File: src/sv/hsv_to_rgb_converter_unit_assert.svh
// Assertion macros for the HSV to RGB converter.
// Each macro expects signals named clk and rst_n in the scope where it is used.
`ifndef HSV_TO_RGB_CONVERTER_UNIT_ASSERT_SVH
`define HSV_TO_RGB_CONVERTER_UNIT_ASSERT_SVH

// Same-cycle implication, checked outside reset.
`define HSVRGB_ASSERT_IMP(label, cond, prop) \
    label: assert property (@(posedge clk) disable iff (!rst_n) (cond) |-> (prop)) \
        else $error("hsvrgb: same-cycle check failed");

// Next-cycle implication, checked outside reset.
`define HSVRGB_ASSERT_NEXT(label, cond, prop) \
    label: assert property (@(posedge clk) disable iff (!rst_n) (cond) |=> (prop)) \
        else $error("hsvrgb: next-cycle check failed");

`endif

File: src/sv/hsvrgb_pkg.sv
`default_nettype none

package hsvrgb_pkg;

    // Hue resolution: the hue arrives in units of 2^-HUE_FRAC_BITS degree.
    localparam int HUE_FRAC_BITS = 6;
    localparam int HUE_W         = 15;
    localparam int CH_W          = 8;
    localparam int CH_MAX        = (1 << CH_W) - 1;

    localparam int SECTOR_SPAN = 60 << HUE_FRAC_BITS;
    localparam int HUE_CIRCLE  = 360 << HUE_FRAC_BITS;
    localparam int POS_W       = $clog2(SECTOR_SPAN + 1);
    localparam int PROD8_W     = 2 * CH_W;

    // Each channel is a numerator over CH_MAX * SECTOR_SPAN.
    localparam int NUM_MAX    = CH_MAX * CH_MAX * SECTOR_SPAN;
    localparam int NUM_W      = $clog2(NUM_MAX + 1);
    localparam int ROUND_BIAS = CH_MAX * SECTOR_SPAN;
    localparam int X_W        = $clog2(2 * NUM_MAX + ROUND_BIAS + 1);

    // The rounding divisor 2 * CH_MAX * SECTOR_SPAN equals DIV_ODD << DIV_SHIFT.
    localparam int DIV_SHIFT = HUE_FRAC_BITS + 3;
    localparam int DIV_ODD   = CH_MAX * 15;
    localparam int Y_W       = X_W - DIV_SHIFT;
    localparam int RECIP     = (1 << Y_W) / DIV_ODD;
    localparam int RECIP_W   = $clog2(RECIP + 1);
    localparam int PROD_W    = Y_W + RECIP_W;
    localparam int REM_W     = $clog2(2 * DIV_ODD);

    typedef logic [HUE_W-1:0]   hue_t;
    typedef logic [POS_W-1:0]   pos_t;
    typedef logic [CH_W-1:0]    ch_t;
    typedef logic [PROD8_W-1:0] prod8_t;
    typedef logic [NUM_W-1:0]   num_t;
    typedef logic [X_W-1:0]     x_t;
    typedef logic [Y_W-1:0]     y_t;
    typedef logic [PROD_W-1:0]  prod_t;
    typedef logic [REM_W-1:0]   rem_t;

    typedef struct packed {
        ch_t red;
        ch_t green;
        ch_t blue;
    } rgb_t;

    typedef enum logic [2:0] {
        SEC_RED_YELLOW    = 3'd0,
        SEC_YELLOW_GREEN  = 3'd1,
        SEC_GREEN_CYAN    = 3'd2,
        SEC_CYAN_BLUE     = 3'd3,
        SEC_BLUE_MAGENTA  = 3'd4,
        SEC_MAGENTA_RED   = 3'd5
    } sector_t;

    // In odd sectors the position within the sector counts down.
    function automatic logic sector_falling(sector_t sec);
        return sec inside {SEC_YELLOW_GREEN, SEC_CYAN_BLUE, SEC_MAGENTA_RED};
    endfunction

endpackage

`default_nettype wire

File: src/sv/hsvrgb_ifs.sv
`default_nettype none

interface hsvrgb_hsv_if;
    logic              valid;
    logic              ready;
    hsvrgb_pkg::hue_t  hue;
    hsvrgb_pkg::ch_t   saturation;
    hsvrgb_pkg::ch_t   value;

    modport source (output valid, output hue, output saturation, output value, input ready);
    modport sink   (input valid, input hue, input saturation, input value, output ready);
endinterface

interface hsvrgb_rgb_if;
    logic             valid;
    logic             ready;
    hsvrgb_pkg::ch_t  red;
    hsvrgb_pkg::ch_t  green;
    hsvrgb_pkg::ch_t  blue;

    modport source (output valid, output red, output green, output blue, input ready);
    modport sink   (input valid, input red, input green, input blue, output ready);
endinterface

`default_nettype wire

File: src/sv/hsv_to_rgb_converter_unit.sv
// Channel  Direction  Payload                          Handshake
// hsv      in         hue[15], saturation[8], value[8]  valid/ready, beat on both high
// rgb      out        red[8], green[8], blue[8]         valid/ready, beat on both high
//
// One beat is accepted every cycle while hsv.ready is high.
// The rate is set by the pipeline stages, which advance as one unit.
// rst_n clears only the valid bits of the pipeline, the output register and the skid register.
// When rgb stalls, one more result drops into the skid register and then hsv.ready falls;
// hsv.ready comes from a register only, so no combinational path joins ready across the block.
`default_nettype none
`include "hsv_to_rgb_converter_unit_assert.svh"

module hsv_to_rgb_converter_unit
(
    input wire logic clk,
    input wire logic rst_n,
    hsvrgb_hsv_if.sink   hsv,
    hsvrgb_rgb_if.source rgb
);

    // The whole pipeline moves while the skid register is empty.
    logic en;

    // Stage 1: hue wrapped into one circle, the two 8x8 products.
    logic                  v1_reg;
    hsvrgb_pkg::hue_t      h1_reg;
    hsvrgb_pkg::hue_t      h1_next;
    hsvrgb_pkg::ch_t       val1_reg;
    hsvrgb_pkg::prod8_t    vs1_reg;
    hsvrgb_pkg::prod8_t    vs1_next;
    hsvrgb_pkg::prod8_t    vn1_reg;
    hsvrgb_pkg::prod8_t    vn1_next;

    // Stage 2: sector and the position factor.
    logic                  v2_reg;
    hsvrgb_pkg::sector_t   sec2_reg;
    hsvrgb_pkg::sector_t   sec2_next;
    hsvrgb_pkg::hue_t      sec_start;
    hsvrgb_pkg::pos_t      pos;
    hsvrgb_pkg::pos_t      f2_reg;
    hsvrgb_pkg::pos_t      f2_next;
    hsvrgb_pkg::ch_t       val2_reg;
    hsvrgb_pkg::prod8_t    vs2_reg;
    hsvrgb_pkg::prod8_t    vn2_reg;

    // Stage 3: numerators over CH_MAX * SECTOR_SPAN.
    logic                  v3_reg;
    hsvrgb_pkg::sector_t   sec3_reg;
    hsvrgb_pkg::ch_t       val3_reg;
    hsvrgb_pkg::num_t      base3_reg;
    hsvrgb_pkg::num_t      base3_next;
    hsvrgb_pkg::num_t      mix3_reg;
    hsvrgb_pkg::num_t      mix3_next;

    // Stage 4: rounded dividends with the power-of-two part of the divisor removed.
    logic                  v4_reg;
    hsvrgb_pkg::sector_t   sec4_reg;
    hsvrgb_pkg::ch_t       val4_reg;
    hsvrgb_pkg::x_t        xlo;
    hsvrgb_pkg::x_t        xmid;
    hsvrgb_pkg::y_t        ylo4_reg;
    hsvrgb_pkg::y_t        ymid4_reg;

    // Stages 5 and 6 live inside the two dividers; sector and value ride alongside.
    logic                  v5_reg;
    hsvrgb_pkg::sector_t   sec5_reg;
    hsvrgb_pkg::ch_t       val5_reg;
    logic                  v6_reg;
    hsvrgb_pkg::sector_t   sec6_reg;
    hsvrgb_pkg::ch_t       val6_reg;
    hsvrgb_pkg::ch_t       q_low;
    hsvrgb_pkg::ch_t       q_mid;
    hsvrgb_pkg::rgb_t      pix;

    // Output register and skid register.
    logic                  out_valid_reg;
    logic                  out_valid_next;
    logic                  skid_valid_reg;
    logic                  skid_valid_next;
    logic                  load_out;
    logic                  load_skid;
    logic                  from_skid;
    hsvrgb_pkg::rgb_t      out_data_reg;
    hsvrgb_pkg::rgb_t      skid_data_reg;

    assign en        = !skid_valid_reg;
    assign hsv.ready = en;

    // ---------------------------------------------------------------- stage 1
    // The hue field stays below two circles, so one subtraction wraps it.
    assign h1_next  = (hsv.hue >= hsvrgb_pkg::hue_t'(hsvrgb_pkg::HUE_CIRCLE))
                    ? hsv.hue - hsvrgb_pkg::hue_t'(hsvrgb_pkg::HUE_CIRCLE)
                    : hsv.hue;
    assign vs1_next = hsvrgb_pkg::prod8_t'(hsv.value) * hsvrgb_pkg::prod8_t'(hsv.saturation);
    assign vn1_next = hsvrgb_pkg::prod8_t'(hsv.value)
                    * hsvrgb_pkg::prod8_t'(hsvrgb_pkg::ch_t'(hsvrgb_pkg::CH_MAX) - hsv.saturation);

    // ---------------------------------------------------------------- stage 2
    // A hue exactly on a boundary belongs to the higher sector.
    always_comb
    begin
        sec2_next = hsvrgb_pkg::SEC_RED_YELLOW;
        if (h1_reg >= hsvrgb_pkg::hue_t'(1 * hsvrgb_pkg::SECTOR_SPAN))
            sec2_next = hsvrgb_pkg::SEC_YELLOW_GREEN;
        if (h1_reg >= hsvrgb_pkg::hue_t'(2 * hsvrgb_pkg::SECTOR_SPAN))
            sec2_next = hsvrgb_pkg::SEC_GREEN_CYAN;
        if (h1_reg >= hsvrgb_pkg::hue_t'(3 * hsvrgb_pkg::SECTOR_SPAN))
            sec2_next = hsvrgb_pkg::SEC_CYAN_BLUE;
        if (h1_reg >= hsvrgb_pkg::hue_t'(4 * hsvrgb_pkg::SECTOR_SPAN))
            sec2_next = hsvrgb_pkg::SEC_BLUE_MAGENTA;
        if (h1_reg >= hsvrgb_pkg::hue_t'(5 * hsvrgb_pkg::SECTOR_SPAN))
            sec2_next = hsvrgb_pkg::SEC_MAGENTA_RED;
    end

    always_comb
    begin
        case (sec2_next)
            hsvrgb_pkg::SEC_RED_YELLOW:   sec_start = hsvrgb_pkg::hue_t'(0);
            hsvrgb_pkg::SEC_YELLOW_GREEN: sec_start = hsvrgb_pkg::hue_t'(1 * hsvrgb_pkg::SECTOR_SPAN);
            hsvrgb_pkg::SEC_GREEN_CYAN:   sec_start = hsvrgb_pkg::hue_t'(2 * hsvrgb_pkg::SECTOR_SPAN);
            hsvrgb_pkg::SEC_CYAN_BLUE:    sec_start = hsvrgb_pkg::hue_t'(3 * hsvrgb_pkg::SECTOR_SPAN);
            hsvrgb_pkg::SEC_BLUE_MAGENTA: sec_start = hsvrgb_pkg::hue_t'(4 * hsvrgb_pkg::SECTOR_SPAN);
            hsvrgb_pkg::SEC_MAGENTA_RED:  sec_start = hsvrgb_pkg::hue_t'(5 * hsvrgb_pkg::SECTOR_SPAN);
            default:                      sec_start = hsvrgb_pkg::hue_t'(0);
        endcase
    end

    assign pos     = hsvrgb_pkg::pos_t'(h1_reg - sec_start);
    assign f2_next = hsvrgb_pkg::sector_falling(sec2_next)
                   ? hsvrgb_pkg::pos_t'(hsvrgb_pkg::SECTOR_SPAN) - pos
                   : pos;

    // ---------------------------------------------------------------- stage 3
    // The offset part scales by the sector span; the mixed part by the position factor.
    assign base3_next = hsvrgb_pkg::num_t'(vn2_reg) * hsvrgb_pkg::num_t'(hsvrgb_pkg::SECTOR_SPAN);
    assign mix3_next  = hsvrgb_pkg::num_t'(vs2_reg) * hsvrgb_pkg::num_t'(f2_reg);

    // ---------------------------------------------------------------- stage 4
    // Round half up: floor((2n + d) / 2d), and 2d is an odd constant times a power of two.
    assign xlo  = (hsvrgb_pkg::x_t'(base3_reg) << 1) + hsvrgb_pkg::x_t'(hsvrgb_pkg::ROUND_BIAS);
    assign xmid = ((hsvrgb_pkg::x_t'(base3_reg) + hsvrgb_pkg::x_t'(mix3_reg)) << 1)
                + hsvrgb_pkg::x_t'(hsvrgb_pkg::ROUND_BIAS);

    // ---------------------------------------------------------------- registers
    always_ff @(posedge clk or negedge rst_n)
    begin
        if (!rst_n)
        begin
            v1_reg <= 1'b0;
            v2_reg <= 1'b0;
            v3_reg <= 1'b0;
            v4_reg <= 1'b0;
            v5_reg <= 1'b0;
            v6_reg <= 1'b0;
        end
        else if (en)
        begin
            v1_reg <= hsv.valid;
            v2_reg <= v1_reg;
            v3_reg <= v2_reg;
            v4_reg <= v3_reg;
            v5_reg <= v4_reg;
            v6_reg <= v5_reg;
        end
    end

    always_ff @(posedge clk)
    begin
        if (en)
        begin
            h1_reg    <= h1_next;
            val1_reg  <= hsv.value;
            vs1_reg   <= vs1_next;
            vn1_reg   <= vn1_next;

            sec2_reg  <= sec2_next;
            f2_reg    <= f2_next;
            val2_reg  <= val1_reg;
            vs2_reg   <= vs1_reg;
            vn2_reg   <= vn1_reg;

            sec3_reg  <= sec2_reg;
            val3_reg  <= val2_reg;
            base3_reg <= base3_next;
            mix3_reg  <= mix3_next;

            sec4_reg  <= sec3_reg;
            val4_reg  <= val3_reg;
            ylo4_reg  <= xlo[hsvrgb_pkg::X_W-1:hsvrgb_pkg::DIV_SHIFT];
            ymid4_reg <= xmid[hsvrgb_pkg::X_W-1:hsvrgb_pkg::DIV_SHIFT];

            sec5_reg  <= sec4_reg;
            val5_reg  <= val4_reg;
            sec6_reg  <= sec5_reg;
            val6_reg  <= val5_reg;
        end
    end

    // ---------------------------------------------------------------- stages 5 and 6
    hsvrgb_div u_div_low
    (
        .clk (clk),
        .en  (en),
        .y   (ylo4_reg),
        .q   (q_low)
    );

    hsvrgb_div u_div_mid
    (
        .clk (clk),
        .en  (en),
        .y   (ymid4_reg),
        .q   (q_mid)
    );

    // The full channel is the value itself; the sector decides which channel gets what.
    always_comb
    begin
        case (sec6_reg)
            hsvrgb_pkg::SEC_RED_YELLOW:   pix = '{red: val6_reg, green: q_mid,    blue: q_low};
            hsvrgb_pkg::SEC_YELLOW_GREEN: pix = '{red: q_mid,    green: val6_reg, blue: q_low};
            hsvrgb_pkg::SEC_GREEN_CYAN:   pix = '{red: q_low,    green: val6_reg, blue: q_mid};
            hsvrgb_pkg::SEC_CYAN_BLUE:    pix = '{red: q_low,    green: q_mid,    blue: val6_reg};
            hsvrgb_pkg::SEC_BLUE_MAGENTA: pix = '{red: q_mid,    green: q_low,    blue: val6_reg};
            hsvrgb_pkg::SEC_MAGENTA_RED:  pix = '{red: val6_reg, green: q_low,    blue: q_mid};
            default:                      pix = '{red: val6_reg, green: q_low,    blue: q_mid};
        endcase
    end

    // ---------------------------------------------------------------- output and skid
    // A held skid beat always goes out first; a new beat goes to the output register when
    // that is free or being drained, and to the skid register otherwise.
    always_comb
    begin
        out_valid_next  = out_valid_reg;
        skid_valid_next = skid_valid_reg;
        load_out        = 1'b0;
        load_skid       = 1'b0;
        from_skid       = 1'b0;
        if (skid_valid_reg)
        begin
            if (rgb.ready)
            begin
                load_out        = 1'b1;
                from_skid       = 1'b1;
                skid_valid_next = 1'b0;
            end
        end
        else if (v6_reg)
        begin
            if (!out_valid_reg || rgb.ready)
            begin
                load_out       = 1'b1;
                out_valid_next = 1'b1;
            end
            else
            begin
                load_skid       = 1'b1;
                skid_valid_next = 1'b1;
            end
        end
        else if (rgb.ready)
        begin
            out_valid_next = 1'b0;
        end
    end

    always_ff @(posedge clk or negedge rst_n)
    begin
        if (!rst_n)
        begin
            out_valid_reg  <= 1'b0;
            skid_valid_reg <= 1'b0;
        end
        else
        begin
            out_valid_reg  <= out_valid_next;
            skid_valid_reg <= skid_valid_next;
        end
    end

    always_ff @(posedge clk)
    begin
        if (load_out)
            out_data_reg <= from_skid ? skid_data_reg : pix;
        if (load_skid)
            skid_data_reg <= pix;
    end

    assign rgb.valid = out_valid_reg;
    assign rgb.red   = out_data_reg.red;
    assign rgb.green = out_data_reg.green;
    assign rgb.blue  = out_data_reg.blue;

    // ---------------------------------------------------------------- assertions
    // The skid register only fills behind a held output beat.
    `HSVRGB_ASSERT_IMP(a_skid_behind_out, skid_valid_reg, out_valid_reg)
    // A finished beat arriving at a stalled output is caught by the skid register.
    `HSVRGB_ASSERT_NEXT(a_stall_catch, !skid_valid_reg && v6_reg && out_valid_reg && !rgb.ready,
        skid_valid_reg)
    // The rounded channels are ordered: offset, then mixed, then the full value.
    `HSVRGB_ASSERT_IMP(a_channel_order, v6_reg, (q_low <= q_mid) && (q_mid <= val6_reg))

endmodule

`default_nettype wire

File: src/sv/hsvrgb_div.sv
`default_nettype none

// Divides y by DIV_ODD with a reciprocal multiply and one correction step.
// Two register stages; the quotient is formed combinationally from the second one.
module hsvrgb_div
(
    input  wire logic             clk,
    input  wire logic             en,
    input  wire hsvrgb_pkg::y_t   y,
    output      hsvrgb_pkg::ch_t  q
);

    hsvrgb_pkg::y_t    y_a_reg;
    hsvrgb_pkg::prod_t prod_a_reg;
    hsvrgb_pkg::prod_t prod_next;
    hsvrgb_pkg::ch_t   q0_b_reg;
    hsvrgb_pkg::ch_t   q0_next;
    hsvrgb_pkg::rem_t  r_b_reg;
    hsvrgb_pkg::rem_t  r_next;

    assign prod_next = hsvrgb_pkg::prod_t'(y) * hsvrgb_pkg::prod_t'(hsvrgb_pkg::RECIP);

    // The estimate is the true quotient or one below it.
    assign q0_next = prod_a_reg[hsvrgb_pkg::Y_W + hsvrgb_pkg::CH_W - 1 : hsvrgb_pkg::Y_W];
    assign r_next  = hsvrgb_pkg::rem_t'(y_a_reg - hsvrgb_pkg::y_t'(q0_next)
                                        * hsvrgb_pkg::y_t'(hsvrgb_pkg::DIV_ODD));

    always_ff @(posedge clk)
    begin
        if (en)
        begin
            y_a_reg    <= y;
            prod_a_reg <= prod_next;
            q0_b_reg   <= q0_next;
            r_b_reg    <= r_next;
        end
    end

    assign q = q0_b_reg + hsvrgb_pkg::ch_t'(r_b_reg >= hsvrgb_pkg::rem_t'(hsvrgb_pkg::DIV_ODD));

endmodule

`default_nettype wire
File: src/flat_wrapper.sv
// flat-port wrapper written by rule: the top's interface ports become plain ports
module hsv_to_rgb_converter_unit_flat 
  (clk, rst_n, hsv_valid, hsv_hue, hsv_saturation, hsv_value, hsv_ready, rgb_valid, rgb_red, rgb_green, rgb_blue, rgb_ready);
  hsvrgb_hsv_if hsv_i ();
  hsvrgb_rgb_if rgb_i ();
  input wire logic clk;
  input wire logic rst_n;
  input wire logic [$bits(hsv_i.valid)-1:0] hsv_valid;
  input wire logic [$bits(hsv_i.hue)-1:0] hsv_hue;
  input wire logic [$bits(hsv_i.saturation)-1:0] hsv_saturation;
  input wire logic [$bits(hsv_i.value)-1:0] hsv_value;
  output wire logic [$bits(hsv_i.ready)-1:0] hsv_ready;
  output wire logic [$bits(rgb_i.valid)-1:0] rgb_valid;
  output wire logic [$bits(rgb_i.red)-1:0] rgb_red;
  output wire logic [$bits(rgb_i.green)-1:0] rgb_green;
  output wire logic [$bits(rgb_i.blue)-1:0] rgb_blue;
  input wire logic [$bits(rgb_i.ready)-1:0] rgb_ready;
  assign hsv_i.valid = hsv_valid;
  assign hsv_i.hue = hsv_hue;
  assign hsv_i.saturation = hsv_saturation;
  assign hsv_i.value = hsv_value;
  assign hsv_ready = hsv_i.ready;
  assign rgb_valid = rgb_i.valid;
  assign rgb_red = rgb_i.red;
  assign rgb_green = rgb_i.green;
  assign rgb_blue = rgb_i.blue;
  assign rgb_i.ready = rgb_ready;
  hsv_to_rgb_converter_unit u_core (.clk(clk), .rst_n(rst_n), .hsv(hsv_i), .rgb(rgb_i));
endmodule
File: config.mk
export PLATFORM = sky130hd
export DESIGN_NAME = hsv_to_rgb_converter_unit_flat
export DESIGN_NICKNAME = d
export VERILOG_FILES = /design/src/sv/hsvrgb_pkg.sv /design/src/sv/hsvrgb_ifs.sv /design/src/sv/hsv_to_rgb_converter_unit.sv /design/src/sv/hsvrgb_div.sv /design/src/flat_wrapper.sv
export VERILOG_INCLUDE_DIRS = /design/src /design/src/sv
export SDC_FILE = /design/constraint.sdc
export NUM_CORES = 2
export LEC_CHECK = 0
export BUFFER_PORTS_ARGS = -buffer_cell sky130_fd_sc_hd__buf_4
export CELL_PAD_IN_SITES_DETAIL_PLACEMENT = 1
export CELL_PAD_IN_SITES_GLOBAL_PLACEMENT = 2
export CORE_UTILIZATION = 40
export DETAILED_ROUTE_END_ITERATION = 10
export PLACE_DENSITY_LB_ADDON = 0.1
export SYNTH_ARGS = -nofsm -noshare
export SYNTH_HDL_FRONTEND = slang
export SYNTH_SLANG_ARGS = --single-unit
File: constraint.sdc
create_clock -name clk -period 8.9 [get_ports clk]
set_input_delay 1.335 -clock clk [delete_from_list [all_inputs] [get_ports clk]]
set_output_delay 1.335 -clock clk [all_outputs]
set_load 0.05 [all_outputs]
==> metrics.md <==
| Metric | Value |
|---|---|
| Final Hold Viols | `0` |
| Post-DP HPWL | `56000 um` |
| Largest net degree at the start of global routing | `77` |
| Total number of vias | `20.1k` |
| Sum Neg Setup Slack | `0 ns` |
| Synthesized net count | `3670` |
| Post-synthesis sequential area ratio | `34.8%` |
| Setup crit end kind | `register` |
| TritonCTS clock tree | `done` |
| N_diodes | `0` |
| Share of the synthesized area in the top cell type | `34.1%` |
| Placed cells | `3980` |
| Synthesis-to-layout area growth | `10.1%` |
| Hold crit path type | `register to register` |
| RD Place Congestion | `0.877` |
| Relative slew slack | `13.2%` |
| Synth Register Bits | `375` |
| Post-CTS Hold Buffers | `0` |
| Main synth FF type | `edfxtp_1` |
| Mapped Area | `32300 sq um` |
| Worst Setup Start Kind | `register` |
| Resize count post-CTS | `0` |
| M1 wire length | `31000 um` |
| CP Buf/Inv Count | `3` |
| Worst Path Max Fanout | `16` |
| GRT Total Usage | `17.8%` |
| DRC viols | `0` |
| Number of CTS-inserted buffers | `48` |
| Max Root-Sink Buffers | `3` |
| RSZ-0062 raised after global routing | `false` |
| CP max stage delay | `0.74 ns` |
| Critical Path Most Common Cell | `fa_1` |
| Final cell count without fillers | `4069` |
| Drt first pass iters | `4` |
| Synth cell count leaders | `537 x inv_1, 394 x ha_1, 367 x edfxtp_1, 312 x fa_1, 239 x nand2_1` |
| Worst path cell trace | `nand2_1 -> fa_1 -> inv_1 -> fa_1 -> fa_1 -> fa_1 -> inv_1 -> fa_1 -> inv_1 -> ha_1 -> a21o_1 -> a21o_1 -> a221oi_1 -> a211oi_2 -> o211ai_2 -> a21boi_2 -> or4_1 -> a31oi_1 -> xnor2_1` |
| Critical Path AT | `6.56 ns` |
| Num rows | `103` |
| Final ANT Viol Nets | `0` |
| Met3 wire len | `2080 um` |
| Routed Wire Length | `70600 um` |
| Ratio of cells with drive above 1 in the final layout | `6.53%` |
| Initial core utilization | `40.7%` |
| Via density | `4.93` |
| Min Tclk post-route | `6.23 ns` |
| Crit share post-route | `70.0%` |
| Max Transition Viols Final | `0` |
| CTS HTree Levels | `2` |
| Die ar. | `81800 sq um` |
| DIE WIDTH | `286 um` |
| Wire length per cell | `17.4 um` |
| Post-Syn Area per Cell | `11.0 sq um` |
| Die height | `286 um` |
| Synth cell types | `70` |
| Outcome | `completed` |
| CTS sink count | `375` |
| Max-cap violation count | `0` |
| Critical-path top delay cell | `edfxtp_1` |
| Global route overflow | `0` |
| Vias in the first global route | `22.4k` |
| Fmax | `0.161 GHz` |
| DRT iter0 DRCs | `842` |
| Core Footprint | `79400 sq um` |
| Setup Fix Bufs, Post-CTS | `0` |
| First-pass GRT wire length | `117000 um` |
| Port bufs | `60` |
| Max reg flops | `24` |
| Layout net count | `3721` |
| Post-place setup slack | `2.69 ns` |
| Biggest area consumer among synthesized cells | `edfxtp_1` |
| Final setup fails | `0` |
| Clock root buffer | `clkbuf_16` |
| Asr flop ratio synth | `2.13%` |
| EDFF count, synth | `367` |
| Routed met2 length | `35600 um` |
| Number of fill cells | `8589` |
| YS warnings | `0` |
| Initial antenna violation count | `0` |
| Worst-skew pair later-pin latency | `0.59 ns` |
| Critical Path RT | `9.23 ns` |
| Family with the most delay on the worst path | `adder cells` |
| Count leader, synth | `inv_1` |
| Num ports | `61` |
| Area contributors post-synth | `edfxtp_1 34%, fa_1 19%, ha_1 15%` |
| Syn Inst Count | `2929` |
| Highest Signal Layer | `met4` |
| Final Skew | `0.0268 ns` |
| Worst-path clk slew | `0.07 ns` |
| Final Worst Setup Slack | `2.67 ns` |
| Least-Margin Pin Slew | `1.29 ns` |
| CP Class | `register to register` |
[routing by layer]
metal  track usage, %  up-vias
li1                 -     9772
met1             22.0     9960
met2             32.3      223
met3             2.33      100
met4             5.24        0
met5                0        -
[final cells by class]
| cell class | instances | area [sq um] | share of cell area [%] |
|---|---|---|---|
| well taps | 1050 | 1310 | 3.70 |
| repair buffers | 68 | 510 | 1.44 |
| inverters | 538 | 2030 | 5.70 |
| clock buffers | 63 | 1390 | 3.92 |
| flip-flops and latches | 375 | 11200 | 31.6 |
| clock inverters | 26 | 279 | 0.785 |
| multi-input cells | 1949 | 18800 | 52.9 |
[logic make-up after synthesis]
group	after synthesis	synth area share (%)
buffers and inverters	605	7.03
and+or+nand+nor	698	10.6
DFF	375	34.8
adders and majority gates	707	34.6
muxes	33	1.14
xor gates and xnor gates	186	5.05
AOI/OAI and AO/OA	325	6.75
[layout by cell type (no fill, tap or decap), drive strengths merged, types with 6 or more instances in the layout]
cell type,n
xnor2,124
buf,68
o21bai,12
o41ai,7
o211ai,12
xor2,62
o21ai,71
a21boi,6
and3,12
nor4,9
nand2b,45
or3,11
clkbuf,63
a21oi,73
edfxtp,367
and2,108
mux2,29
a31oi,18
nand4,9
a211oi,7
or2,7
a22oi,6
clkinv,15
nor3,34
a21o,30
nand3,30
nand2,239
dfrtp,8
o21a,24
nor2b,61
o22ai,10
inv,540
fa,312
nor2,118
ha,394
[worst paths after layout]
kind	startpoint	to	slack [ns]	cells after the start
worst max-delay path	u_core.f2_reg[8]	u_core.mix3_reg[27]	2.67	19
worst min-delay path	u_core.val4_reg[1]	u_core.val5_reg[1]	0.41	0
worst max register to register	u_core.f2_reg[8]	u_core.mix3_reg[27]	2.67	19
worst min register to register	u_core.val4_reg[1]	u_core.val5_reg[1]	0.41	0
max in group asynchronous	rst_n	u_core.v2_reg	8.24	1
min in group asynchronous	rst_n	u_core.v5_reg	0.54	1
[metrics by stage]
stage          instance area [sq um]  util [%]  hold slack (ns)
4_1_cts                        35500      44.8            0.404
3_5_place_dp                   33900      42.7            0.406
5_1_grt                        35500      44.8            0.411
6_report                       35500      44.8            0.415
3_3_place_gp                   33900      42.7            0.400
2_1_floorplan                  32300         -            0.400
Power is left out: the tool's default activity adds up to more than one toggle a clock period on the data nets, which glitch-free logic cannot reach.
